`src/design/tllm_pkg.sv`:
```
// shared types, constants and register codes for the text line layout measurer
package tllm_pkg;

  localparam int SCREEN_W_DEF     = 240;
  localparam int SCREEN_H_DEF     = 320;
  localparam int NARROW_WIDTH_DEF = 8;

  localparam int MID_DEPTH = 4;
  localparam int OUT_DEPTH = 2;

  localparam int ADV_W   = 5;
  localparam int COORD_W = 16;
  localparam int EXT_W   = 18;
  localparam int SUM_W   = 20;
  localparam int LINE_W  = 12;
  localparam int FLAG_W  = 3;
  localparam int CFG_W   = 20;
  localparam int IDX_W   = 3;

  localparam logic [15:0] NEWLINE_CODE = 16'h0A00;
  localparam int          WIDE_W       = 16;
  localparam int          HALF_W       = 8;
  localparam int          LINE_STEP    = 18;
  localparam int          FONT_H       = 16;
  localparam int          RESET_CLIP_W = 240;
  localparam int          RESET_CLIP_H = 320;

  localparam int WRAP_NEWLINE = 0;
  localparam int WRAP_AUTO    = 1;
  localparam int WRAP_HALF    = 2;

  typedef enum logic [IDX_W-1:0] {
    CFG_START_X,
    CFG_START_Y,
    CFG_CLIP_LEFT,
    CFG_CLIP_TOP,
    CFG_CLIP_WIDTH,
    CFG_CLIP_HEIGHT,
    CFG_WRAP_FLAGS,
    CFG_START_OFFSET
  } cfg_idx_t;

  typedef struct packed {
    logic [ADV_W-1:0] adv;
    logic             newline;
    logic             first;
    logic             last;
  } item_t;

  typedef struct packed {
    logic [COORD_W-1:0]     start_x;
    logic [COORD_W-1:0]     start_y;
    logic [COORD_W-1:0]     clip_left;
    logic [FLAG_W-1:0]      wrap_flags;
    logic [SUM_W-1:0]       start_offset;
    logic signed [EXT_W-1:0] max_x;
    logic signed [EXT_W-1:0] max_y;
  } lay_cfg_t;

  typedef struct packed {
    logic [COORD_W-1:0] pen_x;
    logic [COORD_W-1:0] pen_y;
    logic [SUM_W-1:0]   total_width;
    logic [SUM_W-1:0]   total_height;
    logic [LINE_W-1:0]  line_count;
    logic [SUM_W-1:0]   visible_index;
    logic               wrapped;
    logic               string_done;
  } res_t;

endpackage

```
`src/design/text_line_layout_measure.sv`:
```
// top level of the text line layout measurer: config registers, stages and queues
//
// usage:
//   input channel: drive in_code_unit, in_first_of_string, in_last_of_string
//   with in_push; a beat is taken at an edge where in_push is high and
//   in_full is low. in_first_of_string reloads pen and visible index from
//   config and resets totals and line count before laying out that character.
//   result channel: one result beat per input beat, in order. the oldest
//   result sits on the out_ ports while out_empty is low and leaves at an
//   edge where out_pop is high.
//   config port: cfg_we writes cfg_data into register cfg_index at the edge;
//   write only while no character is in flight.
// timing:
//   one character per cycle sustained while out_pop is high; the pen update is a
//   combinational add and compare loop in the layout stage. a result goes from
//   the input register through the middle queue and the layout stage into the
//   result queue.
// reset: rst_n low empties all queues and returns pen, totals and config
//   registers to their reset values.
// stall: with out_pop low the 2-entry result queue fills, then the 4-entry
//   middle queue, then the input register; in_full rises only then.
module text_line_layout_measure import tllm_pkg::*; #(
  parameter int SCREEN_W     = SCREEN_W_DEF,
  parameter int SCREEN_H     = SCREEN_H_DEF,
  parameter int NARROW_WIDTH = NARROW_WIDTH_DEF
) (
  input  logic                  clk,
  input  logic                  rst_n,
  input  logic                  in_push,
  output logic                  in_full,
  input  logic [15:0]           in_code_unit,
  input  logic                  in_first_of_string,
  input  logic                  in_last_of_string,
  output logic                  out_empty,
  input  logic                  out_pop,
  output logic signed [15:0]    out_pen_x,
  output logic signed [15:0]    out_pen_y,
  output logic [SUM_W-1:0]      out_total_width,
  output logic [SUM_W-1:0]      out_total_height,
  output logic [LINE_W-1:0]     out_line_count,
  output logic [SUM_W-1:0]      out_visible_index,
  output logic                  out_wrapped,
  output logic                  out_string_done,
  input  logic                  cfg_we,
  input  logic [IDX_W-1:0]      cfg_index,
  input  logic [CFG_W-1:0]      cfg_data
);

  localparam logic signed [EXT_W-1:0] SCR_W = EXT_W'(SCREEN_W);
  localparam logic signed [EXT_W-1:0] SCR_H = EXT_W'(SCREEN_H);
  localparam int ITEM_BITS = $bits(item_t);
  localparam int RES_BITS  = $bits(res_t);

  logic [COORD_W-1:0] start_x_r, start_y_r, clip_left_r, clip_top_r;
  logic [COORD_W-1:0] clip_width_r, clip_height_r;
  logic [FLAG_W-1:0]  wrap_flags_r;
  logic [SUM_W-1:0]   start_offset_r;

  logic signed [EXT_W-1:0] max_x_r, max_x_nxt, max_y_r, max_y_nxt;
  logic signed [EXT_W-1:0] sum_x, sum_y;

  lay_cfg_t cfg;

  logic  mid_push, mid_full, mid_pop, mid_empty;
  item_t mid_wr, mid_rd;
  logic  [ITEM_BITS-1:0] mid_rd_bits;

  logic  res_push, res_full;
  res_t  res_wr, res_rd;
  logic  [RES_BITS-1:0] res_rd_bits;

  always_ff @(posedge clk) begin
    if (!rst_n) begin
      start_x_r      <= '0;
      start_y_r      <= '0;
      clip_left_r    <= '0;
      clip_top_r     <= '0;
      clip_width_r   <= COORD_W'(RESET_CLIP_W);
      clip_height_r  <= COORD_W'(RESET_CLIP_H);
      wrap_flags_r   <= '0;
      start_offset_r <= '0;
    end else if (cfg_we) begin
      case (cfg_idx_t'(cfg_index))
        CFG_START_X:      start_x_r      <= cfg_data[COORD_W-1:0];
        CFG_START_Y:      start_y_r      <= cfg_data[COORD_W-1:0];
        CFG_CLIP_LEFT:    clip_left_r    <= cfg_data[COORD_W-1:0];
        CFG_CLIP_TOP:     clip_top_r     <= cfg_data[COORD_W-1:0];
        CFG_CLIP_WIDTH:   clip_width_r   <= cfg_data[COORD_W-1:0];
        CFG_CLIP_HEIGHT:  clip_height_r  <= cfg_data[COORD_W-1:0];
        CFG_WRAP_FLAGS:   wrap_flags_r   <= cfg_data[FLAG_W-1:0];
        CFG_START_OFFSET: start_offset_r <= cfg_data[SUM_W-1:0];
        default: ;
      endcase
    end
  end

  // rectangle edges clamped to the screen
  always_comb begin
    sum_x     = EXT_W'($signed(clip_left_r)) + EXT_W'($signed(clip_width_r));
    sum_y     = EXT_W'($signed(clip_top_r)) + EXT_W'($signed(clip_height_r));
    max_x_nxt = (sum_x > SCR_W) ? SCR_W : sum_x;
    max_y_nxt = (sum_y > SCR_H) ? SCR_H : sum_y;
  end

  always_ff @(posedge clk) begin
    max_x_r <= max_x_nxt;
    max_y_r <= max_y_nxt;
  end

  always_comb begin
    cfg.start_x      = start_x_r;
    cfg.start_y      = start_y_r;
    cfg.clip_left    = clip_left_r;
    cfg.wrap_flags   = wrap_flags_r;
    cfg.start_offset = start_offset_r;
    cfg.max_x        = max_x_r;
    cfg.max_y        = max_y_r;
  end

  tllm_front #(
    .NARROW_WIDTH(NARROW_WIDTH)
  ) u_front (
    .clk             (clk),
    .rst_n           (rst_n),
    .in_push         (in_push),
    .in_full         (in_full),
    .code_unit       (in_code_unit),
    .first_of_string (in_first_of_string),
    .last_of_string  (in_last_of_string),
    .q_full          (mid_full),
    .q_push          (mid_push),
    .q_item          (mid_wr)
  );

  tllm_fifo #(
    .WIDTH(ITEM_BITS),
    .DEPTH(MID_DEPTH)
  ) u_mid_q (
    .clk     (clk),
    .rst_n   (rst_n),
    .push    (mid_push),
    .wr_data (mid_wr),
    .full    (mid_full),
    .pop     (mid_pop),
    .rd_data (mid_rd_bits),
    .empty   (mid_empty)
  );

  assign mid_rd = item_t'(mid_rd_bits);

  tllm_back u_back (
    .clk      (clk),
    .rst_n    (rst_n),
    .cfg      (cfg),
    .q_empty  (mid_empty),
    .q_item   (mid_rd),
    .q_pop    (mid_pop),
    .res_full (res_full),
    .res_push (res_push),
    .res      (res_wr)
  );

  tllm_fifo #(
    .WIDTH(RES_BITS),
    .DEPTH(OUT_DEPTH)
  ) u_out_q (
    .clk     (clk),
    .rst_n   (rst_n),
    .push    (res_push),
    .wr_data (res_wr),
    .full    (res_full),
    .pop     (out_pop),
    .rd_data (res_rd_bits),
    .empty   (out_empty)
  );

  assign res_rd            = res_t'(res_rd_bits);
  assign out_pen_x         = $signed(res_rd.pen_x);
  assign out_pen_y         = $signed(res_rd.pen_y);
  assign out_total_width   = res_rd.total_width;
  assign out_total_height  = res_rd.total_height;
  assign out_line_count    = res_rd.line_count;
  assign out_visible_index = res_rd.visible_index;
  assign out_wrapped       = res_rd.wrapped;
  assign out_string_done   = res_rd.string_done;

endmodule

```
`src/design/tllm_fifo.sv`:
```
// small register queue with count-based full and empty flags
module tllm_fifo import tllm_pkg::*; #(
  parameter int WIDTH = 8,
  parameter int DEPTH = 2
) (
  input  logic             clk,
  input  logic             rst_n,
  input  logic             push,
  input  logic [WIDTH-1:0] wr_data,
  output logic             full,
  input  logic             pop,
  output logic [WIDTH-1:0] rd_data,
  output logic             empty
);

  localparam int AW = (DEPTH > 1) ? $clog2(DEPTH) : 1;
  localparam int CW = $clog2(DEPTH + 1);

  logic [WIDTH-1:0] mem_r [DEPTH];
  logic [AW-1:0]    wr_ptr_r, wr_ptr_nxt;
  logic [AW-1:0]    rd_ptr_r, rd_ptr_nxt;
  logic [CW-1:0]    count_r, count_nxt;
  logic             do_push, do_pop;

  assign full    = (count_r == CW'(DEPTH));
  assign empty   = (count_r == '0);
  assign do_push = push && !full;
  assign do_pop  = pop && !empty;
  assign rd_data = mem_r[rd_ptr_r];

  always_comb begin
    wr_ptr_nxt = wr_ptr_r;
    rd_ptr_nxt = rd_ptr_r;
    count_nxt  = count_r;
    if (do_push) begin
      wr_ptr_nxt = (wr_ptr_r == AW'(DEPTH - 1)) ? '0 : wr_ptr_r + AW'(1);
    end
    if (do_pop) begin
      rd_ptr_nxt = (rd_ptr_r == AW'(DEPTH - 1)) ? '0 : rd_ptr_r + AW'(1);
    end
    if (do_push && !do_pop) begin
      count_nxt = count_r + CW'(1);
    end else if (do_pop && !do_push) begin
      count_nxt = count_r - CW'(1);
    end
  end

  always_ff @(posedge clk) begin
    if (!rst_n) begin
      wr_ptr_r <= '0;
      rd_ptr_r <= '0;
      count_r  <= '0;
    end else begin
      wr_ptr_r <= wr_ptr_nxt;
      rd_ptr_r <= rd_ptr_nxt;
      count_r  <= count_nxt;
    end
  end

  always_ff @(posedge clk) begin
    if (do_push) begin
      mem_r[wr_ptr_r] <= wr_data;
    end
  end

endmodule

```
`src/design/tllm_front.sv`:
```
// input stage: takes code units, byte-swaps and classifies them into advance and newline
module tllm_front import tllm_pkg::*; #(
  parameter int NARROW_WIDTH = NARROW_WIDTH_DEF
) (
  input  logic        clk,
  input  logic        rst_n,
  input  logic        in_push,
  output logic        in_full,
  input  logic [15:0] code_unit,
  input  logic        first_of_string,
  input  logic        last_of_string,
  input  logic        q_full,
  output logic        q_push,
  output item_t       q_item
);

  logic        valid_r, valid_nxt;
  item_t       item_r;
  item_t       item_cls;
  logic [15:0] code;
  logic        accept;

  assign code = {code_unit[7:0], code_unit[15:8]};

  always_comb begin
    item_cls.adv     = (code < 16'd128) ? ADV_W'(NARROW_WIDTH) : ADV_W'(WIDE_W);
    item_cls.newline = (code == NEWLINE_CODE);
    item_cls.first   = first_of_string;
    item_cls.last    = last_of_string;
  end

  assign q_push  = valid_r && !q_full;
  assign in_full = valid_r && q_full;
  assign accept  = in_push && !in_full;
  assign q_item  = item_r;

  always_comb begin
    valid_nxt = valid_r;
    if (accept) begin
      valid_nxt = 1'b1;
    end else if (q_push) begin
      valid_nxt = 1'b0;
    end
  end

  always_ff @(posedge clk) begin
    if (!rst_n) begin
      valid_r <= 1'b0;
    end else begin
      valid_r <= valid_nxt;
    end
  end

  always_ff @(posedge clk) begin
    if (accept) begin
      item_r <= item_cls;
    end
  end

endmodule

```
`src/design/tllm_back.sv`:
```
// layout stage: advances the pen, applies the wrap rules and keeps the running totals
module tllm_back import tllm_pkg::*; (
  input  logic     clk,
  input  logic     rst_n,
  input  lay_cfg_t cfg,
  input  logic     q_empty,
  input  item_t    q_item,
  output logic     q_pop,
  input  logic     res_full,
  output logic     res_push,
  output res_t     res
);

  logic [COORD_W-1:0] pen_x_r, pen_x_nxt;
  logic [COORD_W-1:0] pen_y_r, pen_y_nxt;
  logic [SUM_W-1:0]   width_r, width_nxt;
  logic [SUM_W-1:0]   height_r, height_nxt;
  logic [LINE_W-1:0]  lines_r, lines_nxt;
  logic [SUM_W-1:0]   vis_r, vis_nxt;

  logic [COORD_W-1:0]      base_x, base_y, px_adv, py_step;
  logic [SUM_W-1:0]        base_w, base_h, base_v;
  logic [LINE_W-1:0]       base_l;
  logic signed [EXT_W-1:0] px_ext, left_ext, py_ext, py_step_ext;
  logic [SUM_W:0]          w_sum, h_sum, v_sum;
  logic [LINE_W:0]         l_sum;
  logic                    over16, over8, brk, x_in, y_in;

  assign q_pop    = !q_empty && !res_full;
  assign res_push = q_pop;

  always_comb begin
    base_x = q_item.first ? cfg.start_x : pen_x_r;
    base_y = q_item.first ? cfg.start_y : pen_y_r;
    base_w = q_item.first ? '0 : width_r;
    base_h = q_item.first ? SUM_W'(FONT_H) : height_r;
    base_l = q_item.first ? LINE_W'(1) : lines_r;
    base_v = q_item.first ? cfg.start_offset : vis_r;

    px_adv      = base_x + COORD_W'(q_item.adv);
    py_step     = base_y + COORD_W'(LINE_STEP);
    px_ext      = EXT_W'($signed(px_adv));
    left_ext    = EXT_W'($signed(cfg.clip_left));
    py_ext      = EXT_W'($signed(base_y));
    py_step_ext = EXT_W'($signed(py_step));

    over16 = (px_ext + EXT_W'(WIDE_W)) > cfg.max_x;
    over8  = (px_ext + EXT_W'(HALF_W)) > cfg.max_x;
    brk    = (cfg.wrap_flags[WRAP_NEWLINE] && q_item.newline) ||
             (cfg.wrap_flags[WRAP_AUTO] && (over16 || q_item.newline)) ||
             (cfg.wrap_flags[WRAP_HALF] && (over8 || q_item.newline));

    w_sum = {1'b0, base_w} + (SUM_W + 1)'(q_item.adv);
    h_sum = {1'b0, base_h} + (SUM_W + 1)'(LINE_STEP);
    l_sum = {1'b0, base_l} + (LINE_W + 1)'(1);

    pen_x_nxt  = brk ? cfg.clip_left : px_adv;
    pen_y_nxt  = brk ? py_step : base_y;
    width_nxt  = w_sum[SUM_W] ? '1 : w_sum[SUM_W-1:0];
    height_nxt = base_h;
    lines_nxt  = base_l;
    if (brk) begin
      height_nxt = h_sum[SUM_W] ? '1 : h_sum[SUM_W-1:0];
      lines_nxt  = l_sum[LINE_W] ? '1 : l_sum[LINE_W-1:0];
    end

    x_in = brk ? (left_ext < cfg.max_x) : (px_ext < cfg.max_x);
    y_in = brk ? (py_step_ext < cfg.max_y) : (py_ext < cfg.max_y);

    v_sum   = {1'b0, base_v} + (SUM_W + 1)'(1);
    vis_nxt = base_v;
    if (x_in && y_in) begin
      vis_nxt = v_sum[SUM_W] ? '1 : v_sum[SUM_W-1:0];
    end

    res.pen_x         = pen_x_nxt;
    res.pen_y         = pen_y_nxt;
    res.total_width   = width_nxt;
    res.total_height  = height_nxt;
    res.line_count    = lines_nxt;
    res.visible_index = vis_nxt;
    res.wrapped       = brk;
    res.string_done   = q_item.last;
  end

  always_ff @(posedge clk) begin
    if (!rst_n) begin
      pen_x_r  <= '0;
      pen_y_r  <= '0;
      width_r  <= '0;
      height_r <= SUM_W'(FONT_H);
      lines_r  <= LINE_W'(1);
      vis_r    <= '0;
    end else if (q_pop) begin
      pen_x_r  <= pen_x_nxt;
      pen_y_r  <= pen_y_nxt;
      width_r  <= width_nxt;
      height_r <= height_nxt;
      lines_r  <= lines_nxt;
      vis_r    <= vis_nxt;
    end
  end

endmodule

```
`config.mk`:
```
export PLATFORM = sky130hd
export DESIGN_NAME = text_line_layout_measure
export DESIGN_NICKNAME = d
export VERILOG_FILES = /design/src/design/tllm_pkg.sv /design/src/design/text_line_layout_measure.sv /design/src/design/tllm_fifo.sv /design/src/design/tllm_front.sv /design/src/design/tllm_back.sv
export SDC_FILE = /design/constraint.sdc
export NUM_CORES = 1
export LEC_CHECK = 0
export BUFFER_PORTS_ARGS = -buffer_cell sky130_fd_sc_hd__buf_2
export CAP_MARGIN = 10
export CORE_MARGIN = 2
export CORE_UTILIZATION = 51
export DETAILED_ROUTE_END_ITERATION = 10
export PLACE_DENSITY = 0.71
export SLEW_MARGIN = 10
export SYNTH_ARGS = -nofsm -noshare
export SYNTH_HDL_FRONTEND = slang
export SYNTH_SLANG_ARGS = --single-unit
export TNS_END_PERCENT = 10
```
`constraint.sdc`:
```
create_clock -name clk -period 10.1 [get_ports clk]
set_input_delay 1.01 -clock clk [delete_from_list [all_inputs] [get_ports clk]]
set_output_delay 1.01 -clock clk [all_outputs]
set_load 0.01 [all_outputs]
```
# After elaboration in Yosys (flattened, before gate mapping)
# Memories as Yosys holds them, arrays and structs flattened. A register that Yosys moved wholly into a read port is not among the register bits.
# Index checks and enable logic that the tools add are counted.
[classes] muxes=36 eq_ne=12 magnitude_cmp=9 reduce_logical=43 n_addsub=18
[ops] cell="$mux W20" n=8
[ops] cell="$lt A16 B17 Y1" n=4
[ops] cell="$mux W16" n=4
[ops] cell="$mux W12" n=3
[ops] cell="$add A16 B16 Y17" n=2
[ops] cell="$gt A17 B17 Y1" n=2
[ops] cell="$add A20 B1 Y21 const B" n=1
[ops] cell="$add A20 B5 Y21" n=1
[ops] cell="$add A20 B5 Y21 const B" n=1
[ops] cell="$add A16 B5 Y17 const B" n=1
[ops] cell="$add A16 B6 Y17 const B" n=1
[ops] cell="$gt A17 B10 Y1 const B" n=1
[ops] cell="$gt A17 B9 Y1 const B" n=1
[ops] cell="$add A16 B5 Y16" n=1
[ops] cell="$add A16 B5 Y16 const B" n=1
[ops] cell="$eq A16 B12 Y1 const B" n=1
[ops] cell="$logic_and A1 B1 Y1" n=16
[ops] cell="$lt A16 B8 Y1 const B" n=1
[ops] cell="$reduce_and A2 Y1" n=8
[ops] cell="$eq A3 B3 Y1 const B" n=5
[ops] cell="$add A12 B1 Y13 const B" n=1
[ops] cell="$mux W1" n=12
[ops] cell="$mux W2" n=6
[ops] cell="$logic_not A1 Y1" n=9
[ops] cell="14 further kinds" n=27
[totals] ramBits=244 input_bits=46 out_inout_bits=108 ff_bits=277 n_memories=2 elab_cells=147
[memory_table] name="u_out_q.mem_r" words=2 word_bits=106 read_ports=1 rd_clocked_by_memory_dff=1 wr=1 line="tllm_fifo.sv:19" text="logic [WIDTH-1:0] mem_r [DEPTH];"
[memory_table] name="u_mid_q.mem_r" words=4 word_bits=8 read_ports=1 rd_clocked_by_memory_dff=1 wr=1 line="tllm_fifo.sv:19"

# Longest topological paths before layout
[depth] depth_word=11 mapped_depth=37 ltp_nobuf=26

# Cells and area by module
# From an unflattened synthesis, not the netlist that was laid out.
[hier_totals] hier_cells=2880 area_unflattened_um2=28621.2
[by_module_without_submodules] mod="tllm_back" seq_area_each_um2=2082.0 cells_each=1521 instances=1 area_each_um2=11431.0
[by_module_without_submodules] mod="tllm_fifo at u_out_q" seq_area_each_um2=6466.2 cells_each=355 instances=1 area_each_um2=8041.5
[by_module_without_submodules] mod="text_line_layout_measure" seq_area_each_um2=3062.9 cells_each=887 instances=1 area_each_um2=7243.2
[by_module_without_submodules] mod="tllm_fifo at u_mid_q" seq_area_each_um2=1141.1 cells_each=93 instances=1 area_each_um2=1630.3
[by_module_without_submodules] mod="tllm_front" seq_area_each_um2=170.2 cells_each=24 instances=1 area_each_um2=275.3

# Worst setup path after synthesis
# OpenSTA, ideal clock, no wires.
[synth_path] path_type="flip-flop to flip-flop" startpoint="reg (tool-made name)" endpoint="mem u_out_q.mem_r[0][18] in the netlist's numbering, data pin" setup_ps=270 setup_slack_ps=2611 required_time_ps=9830 path_buffers=11 arrival_time_ps=7219 period_less_slack_ps=7489 stages_incl_launch_ff=37 cell_sequence="dfxtp_1 > buf_6 > mux4_2 > buf_6 > buf_4 > buf_4 > buf_2 > buf_2 > buf_2 > clkbuf_1 > clkbuf_1 > nand2_1 > nand2_1 > ha_1 > fa_1 > clkbuf_1 > nand3_1 > xnor2_1 > nor2_1 > a21oi_2 > nand3_1 > nor2b_1 > nand4_1 > or3_1 > xnor2_1 > ha_1 > nand4_1 > nor4_1 > a221oi_1 > and4_1 > o22a_1 > inv_1 > mux2i_1 > clkbuf_1 > nor2_1 > a21oi_1 > nor2_1"
[synth_rtl] element="to (decl)" line="tllm_fifo.sv:19"

==> flow_summary.json <==
{
  "synth-edff-count": 237,
  "clock_path_buffers": 3,
  "synthToLayoutAreaGrowth_pct": 12.1,
  "finalHoldViolations": 0,
  "path_max_fanout": 56,
  "syn_nets": 2883,
  "yosysWarnings": 0,
  "seq_area_sq_um": 12600,
  "path_delay_family": "simple AND/OR/NAND/NOR gates",
  "cts_setup_buffers": 0,
  "max_freq_mhz": 120,
  "h-tree-depth": 2,
  "grt_max_degree": 157,
  "grtUsageTotal": 0.250,
  "synth_cell_types": 84,
  "worstSetupEndpointType": "flip-flop",
  "clkSlewWorstSetupHoldPaths_ns": 0.06,
  "worst_setup_path_start_kind": "flip-flop",
  "slew_violations": 0,
  "outcome": "finished clean",
  "dieWidth_um": 232,
  "die_h_um": 232,
  "synth_ff_type": "dfxtp_1",
  "finalWorstPathRequiredPeriod_ns": 8.35,
  "max-cap-violations": 0,
  "path_class": "flip-flop to flip-flop",
  "diodes": 0,
  "grt_pass1_vias": 19467,
  "synth_cells": 2690,
  "dieArea_sq_um": 53800,
  "fillCellCount": 4376,
  "cp_num_buf_inv": 2,
  "power.density_nw_per_um2": 253,
  "setup_viol": 0,
  "ir_worst_vdd_uv": 178,
  "grt_pass1_wl_um": 107000,
  "crit_slowest_cell": "mux4_4",
  "cp.arrival_ns": 8.69,
  "ys_seq_area_frac": 0.474,
  "avgViaCountPerCell": 5.87,
  "maxSlewHeadroom": 0.218,
  "postRouteAntennaNets": 0,
  "postCtsHoldBufs": 0,
  "cts-buffers-inserted": 53,
  "syn_avg_cell_area_sq_um": 9.84,
  "multi_input_area_sq_um": 13100,
  "rsz0062_at_grt": "no",
  "final_nets": 2981,
  "rows": 83,
  "drc": 0,
  "antenna_found_initial": 0,
  "vias": 20613,
  "tightestPinTransition_ns": 1.17,
  "first_iter_violations": 1550,
  "grt-ovfl-total": 0,
  "synth_area_sq_um": 26500,
  "gp_congestion": 0.936,
  "start_util": 0.516,
  "worstHoldStart": "u_back.pen_y_r[14]$_SDFFE_PN0P_",
  "cts.sinks": 509,
  "post_drt_wl_per_cell_um": 19.5,
  "drt-total-wl_um": 68400,
  "synth-seq-cells": 509,
  "insertion_delay_ns": 0.61,
  "cpPeakStageDelay_ns": 1.08,
  "hpwl_um": 47000,
  "core_area_sq_um": 51300,
  "cts_tree": "yes",
  "fin_worst_skew_ns": 0.0275,
  "worstPathRequired_ns": 10.44,
  "finalWorstSetupSlack_ns": 1.75,
  "dr.pass1.iters": 7,
  "ios": 154,
  "ys_async_sr_fraction": 0,
  "tns_ns": 0,
  "hp-class": "flip-flop to flip-flop",
  "post-route-period-util": 0.827,
  "cts_resized": 0,
  "power.leakage_nw": 11.5,
  "port_buffers": 153,
  "drive_gt1_frac": 0.144,
  "post-place-ws_ns": 1.90,
  "root_buffer": "clkbuf_16"
}
-- cell families (layout without fill, tap and decap cells) --
| logic type | after synthesis | count (layout) | synth area share |
|---|---|---|---|
| multiplexers | 170 | 170 | 0.0720 |
| buffers and inverters | 220 | 363 | 0.0327 |
| adder cells (fa/ha/maj) | 147 | 147 | 0.0709 |
| AND/OR/NAND/NOR | 1026 | 1026 | 0.179 |
| flip-flops | 509 | 509 | 0.474 |
| AO/OA/AOI/OAI | 506 | 506 | 0.134 |
| XOR/XNOR | 112 | 112 | 0.0370 |
-- where the power goes --
group / internal [mW] / switching, mW / leakage [nW]
clock: 1.27 / 0.836 / 0.935
combinational: 0.915 / 1.56 / 6.08
sequential: 2.72 / 0.202 / 4.47
-- flip-flops by register name, summed over array words and instances, names as in the netlist, 5 cells and up, named ones only --
register,cells
clip_height_r,16
clip_left_r,16
clip_top_r,16
clip_width_r,16
max_x_r,17
max_y_r,17
start_offset_r,20
start_x_r,16
start_y_r,16
u_back.height_r,20
u_back.lines_r,12
u_back.pen_x_r,16
u_back.pen_y_r,16
u_back.vis_r,20
u_back.width_r,20
u_front.q_item,5
u_mid_q.mem_r,20
u_out_q.mem_r,212
-- routing by layer --
layer	global-route usage	up-vias	wire [um]
met4	0.0829	0	1930
met1	0.351	10018	31200
li1	-	9821	-
met2	0.405	657	31500
met3	0.0264	117	3800
met5	0	-	0
-- per-stage QoR --
stage	total power, mW	area, sq um	hold WS (ns)	cells	util
floorplan	4.59	26500	0.440	2690	-
global placement	5.35	27800	0.447	3413	0.541
detailed placement	5.42	27800	0.454	3413	0.541
CTS	7.53	29700	0.462	3513	0.578
global route	7.86	29700	0.482	3513	0.578
finish	7.49	29700	0.464	3513	0.578
-- synth_stat cells, types with 26 or more instances --
cell type	number	share of area
a21boi_0	138	0.039
a21oi_1	71	0.013
and2_1	26	0.0061
clkbuf_1	110	0.016
dfxtp_1	272	0.21
edfxtp_1	237	0.27
ha_1	142	0.067
inv_1	90	0.013
mux2_2	110	0.047
mux2i_1	54	0.020
nand2_1	470	0.067
nand3_1	78	0.015
nand4_1	41	0.0097
nor2_1	189	0.027
nor2b_1	35	0.0083
nor3_1	42	0.0079
nor3b_1	33	0.0094
o21ai_0	96	0.018
xnor2_1	68	0.022
xor2_1	44	0.015
-- final timing paths --
kind                                     endpoint  slack (ns)  cells past startpoint
hold reg to reg   u_back.pen_y_r[14]$_SDFFE_PN0P_        0.46                      2
hold / removal    u_back.pen_y_r[14]$_SDFFE_PN0P_        0.46                      2
setup reg to reg    u_out_q.mem_r[0][5]$_DFFE_PP_        1.75                     26
setup / recovery    u_out_q.mem_r[0][5]$_DFFE_PP_        1.75                     26
-- placed cells by master (no fill, tap or decap), types with 14 or more instances in the layout --
cell type and instances:
inv_1 89, nand2b_1 20, nand4_1 41, nand3_1 78, nor3_1 42, nor4_1 16
edfxtp_1 237, nand2_1 470, a21o_1 22, o31ai_1 16, and3_1 23, nor2_1 188
a31oi_1 14, o21ai_0 96, xnor2_1 68, buf_2 152, buf_4 20, mux2_2 110
a21oi_1 71, mux2i_1 53, a21boi_0 138, o21a_1 16, nor2b_1 35, and2_1 25
xor2_1 44, dfxtp_1 271, nor3b_1 33, ha_1 142, clkbuf_16 55
-- worst register-to-register path, cell delays in order, from the launching register on --
cell	delay, ns
dfxtp_1	0.59
mux4_4	1.08
nand2_1	0.25
nand2_1	0.07
ha_1	0.20
fa_1	0.53
nand3_1	0.17
xnor2_1	0.13
nor2_1	0.07
a21oi_2	0.40
nand3_1	0.21
nor2b_1	0.25
nand4_1	0.21
or3_1	0.44
xnor2_1	0.14
ha_1	0.29
nand4_1	0.13
nor4_1	0.42
a221oi_1	0.16
o31ai_1	0.23
o22a_1	0.51
inv_1	0.16
mux2i_2	0.21
buf_4	0.27
or2_0	0.43
o31ai_1	0.41
nor2_1	0.12
-- final cells by class --
| class | count | area share |
|---|---|---|
| Multi-Input combinational cell | 1961 | 0.441 |
| Sequential cell | 509 | 0.424 |
| Clock buffer | 72 | 0.0512 |
| Timing Repair Buffer | 173 | 0.0311 |
| Tap cell | 680 | 0.0287 |
| Clock inverter | 28 | 0.0130 |
| Inverter | 90 | 0.0114 |
Note: power is estimated with default switching activity, not from simulation.
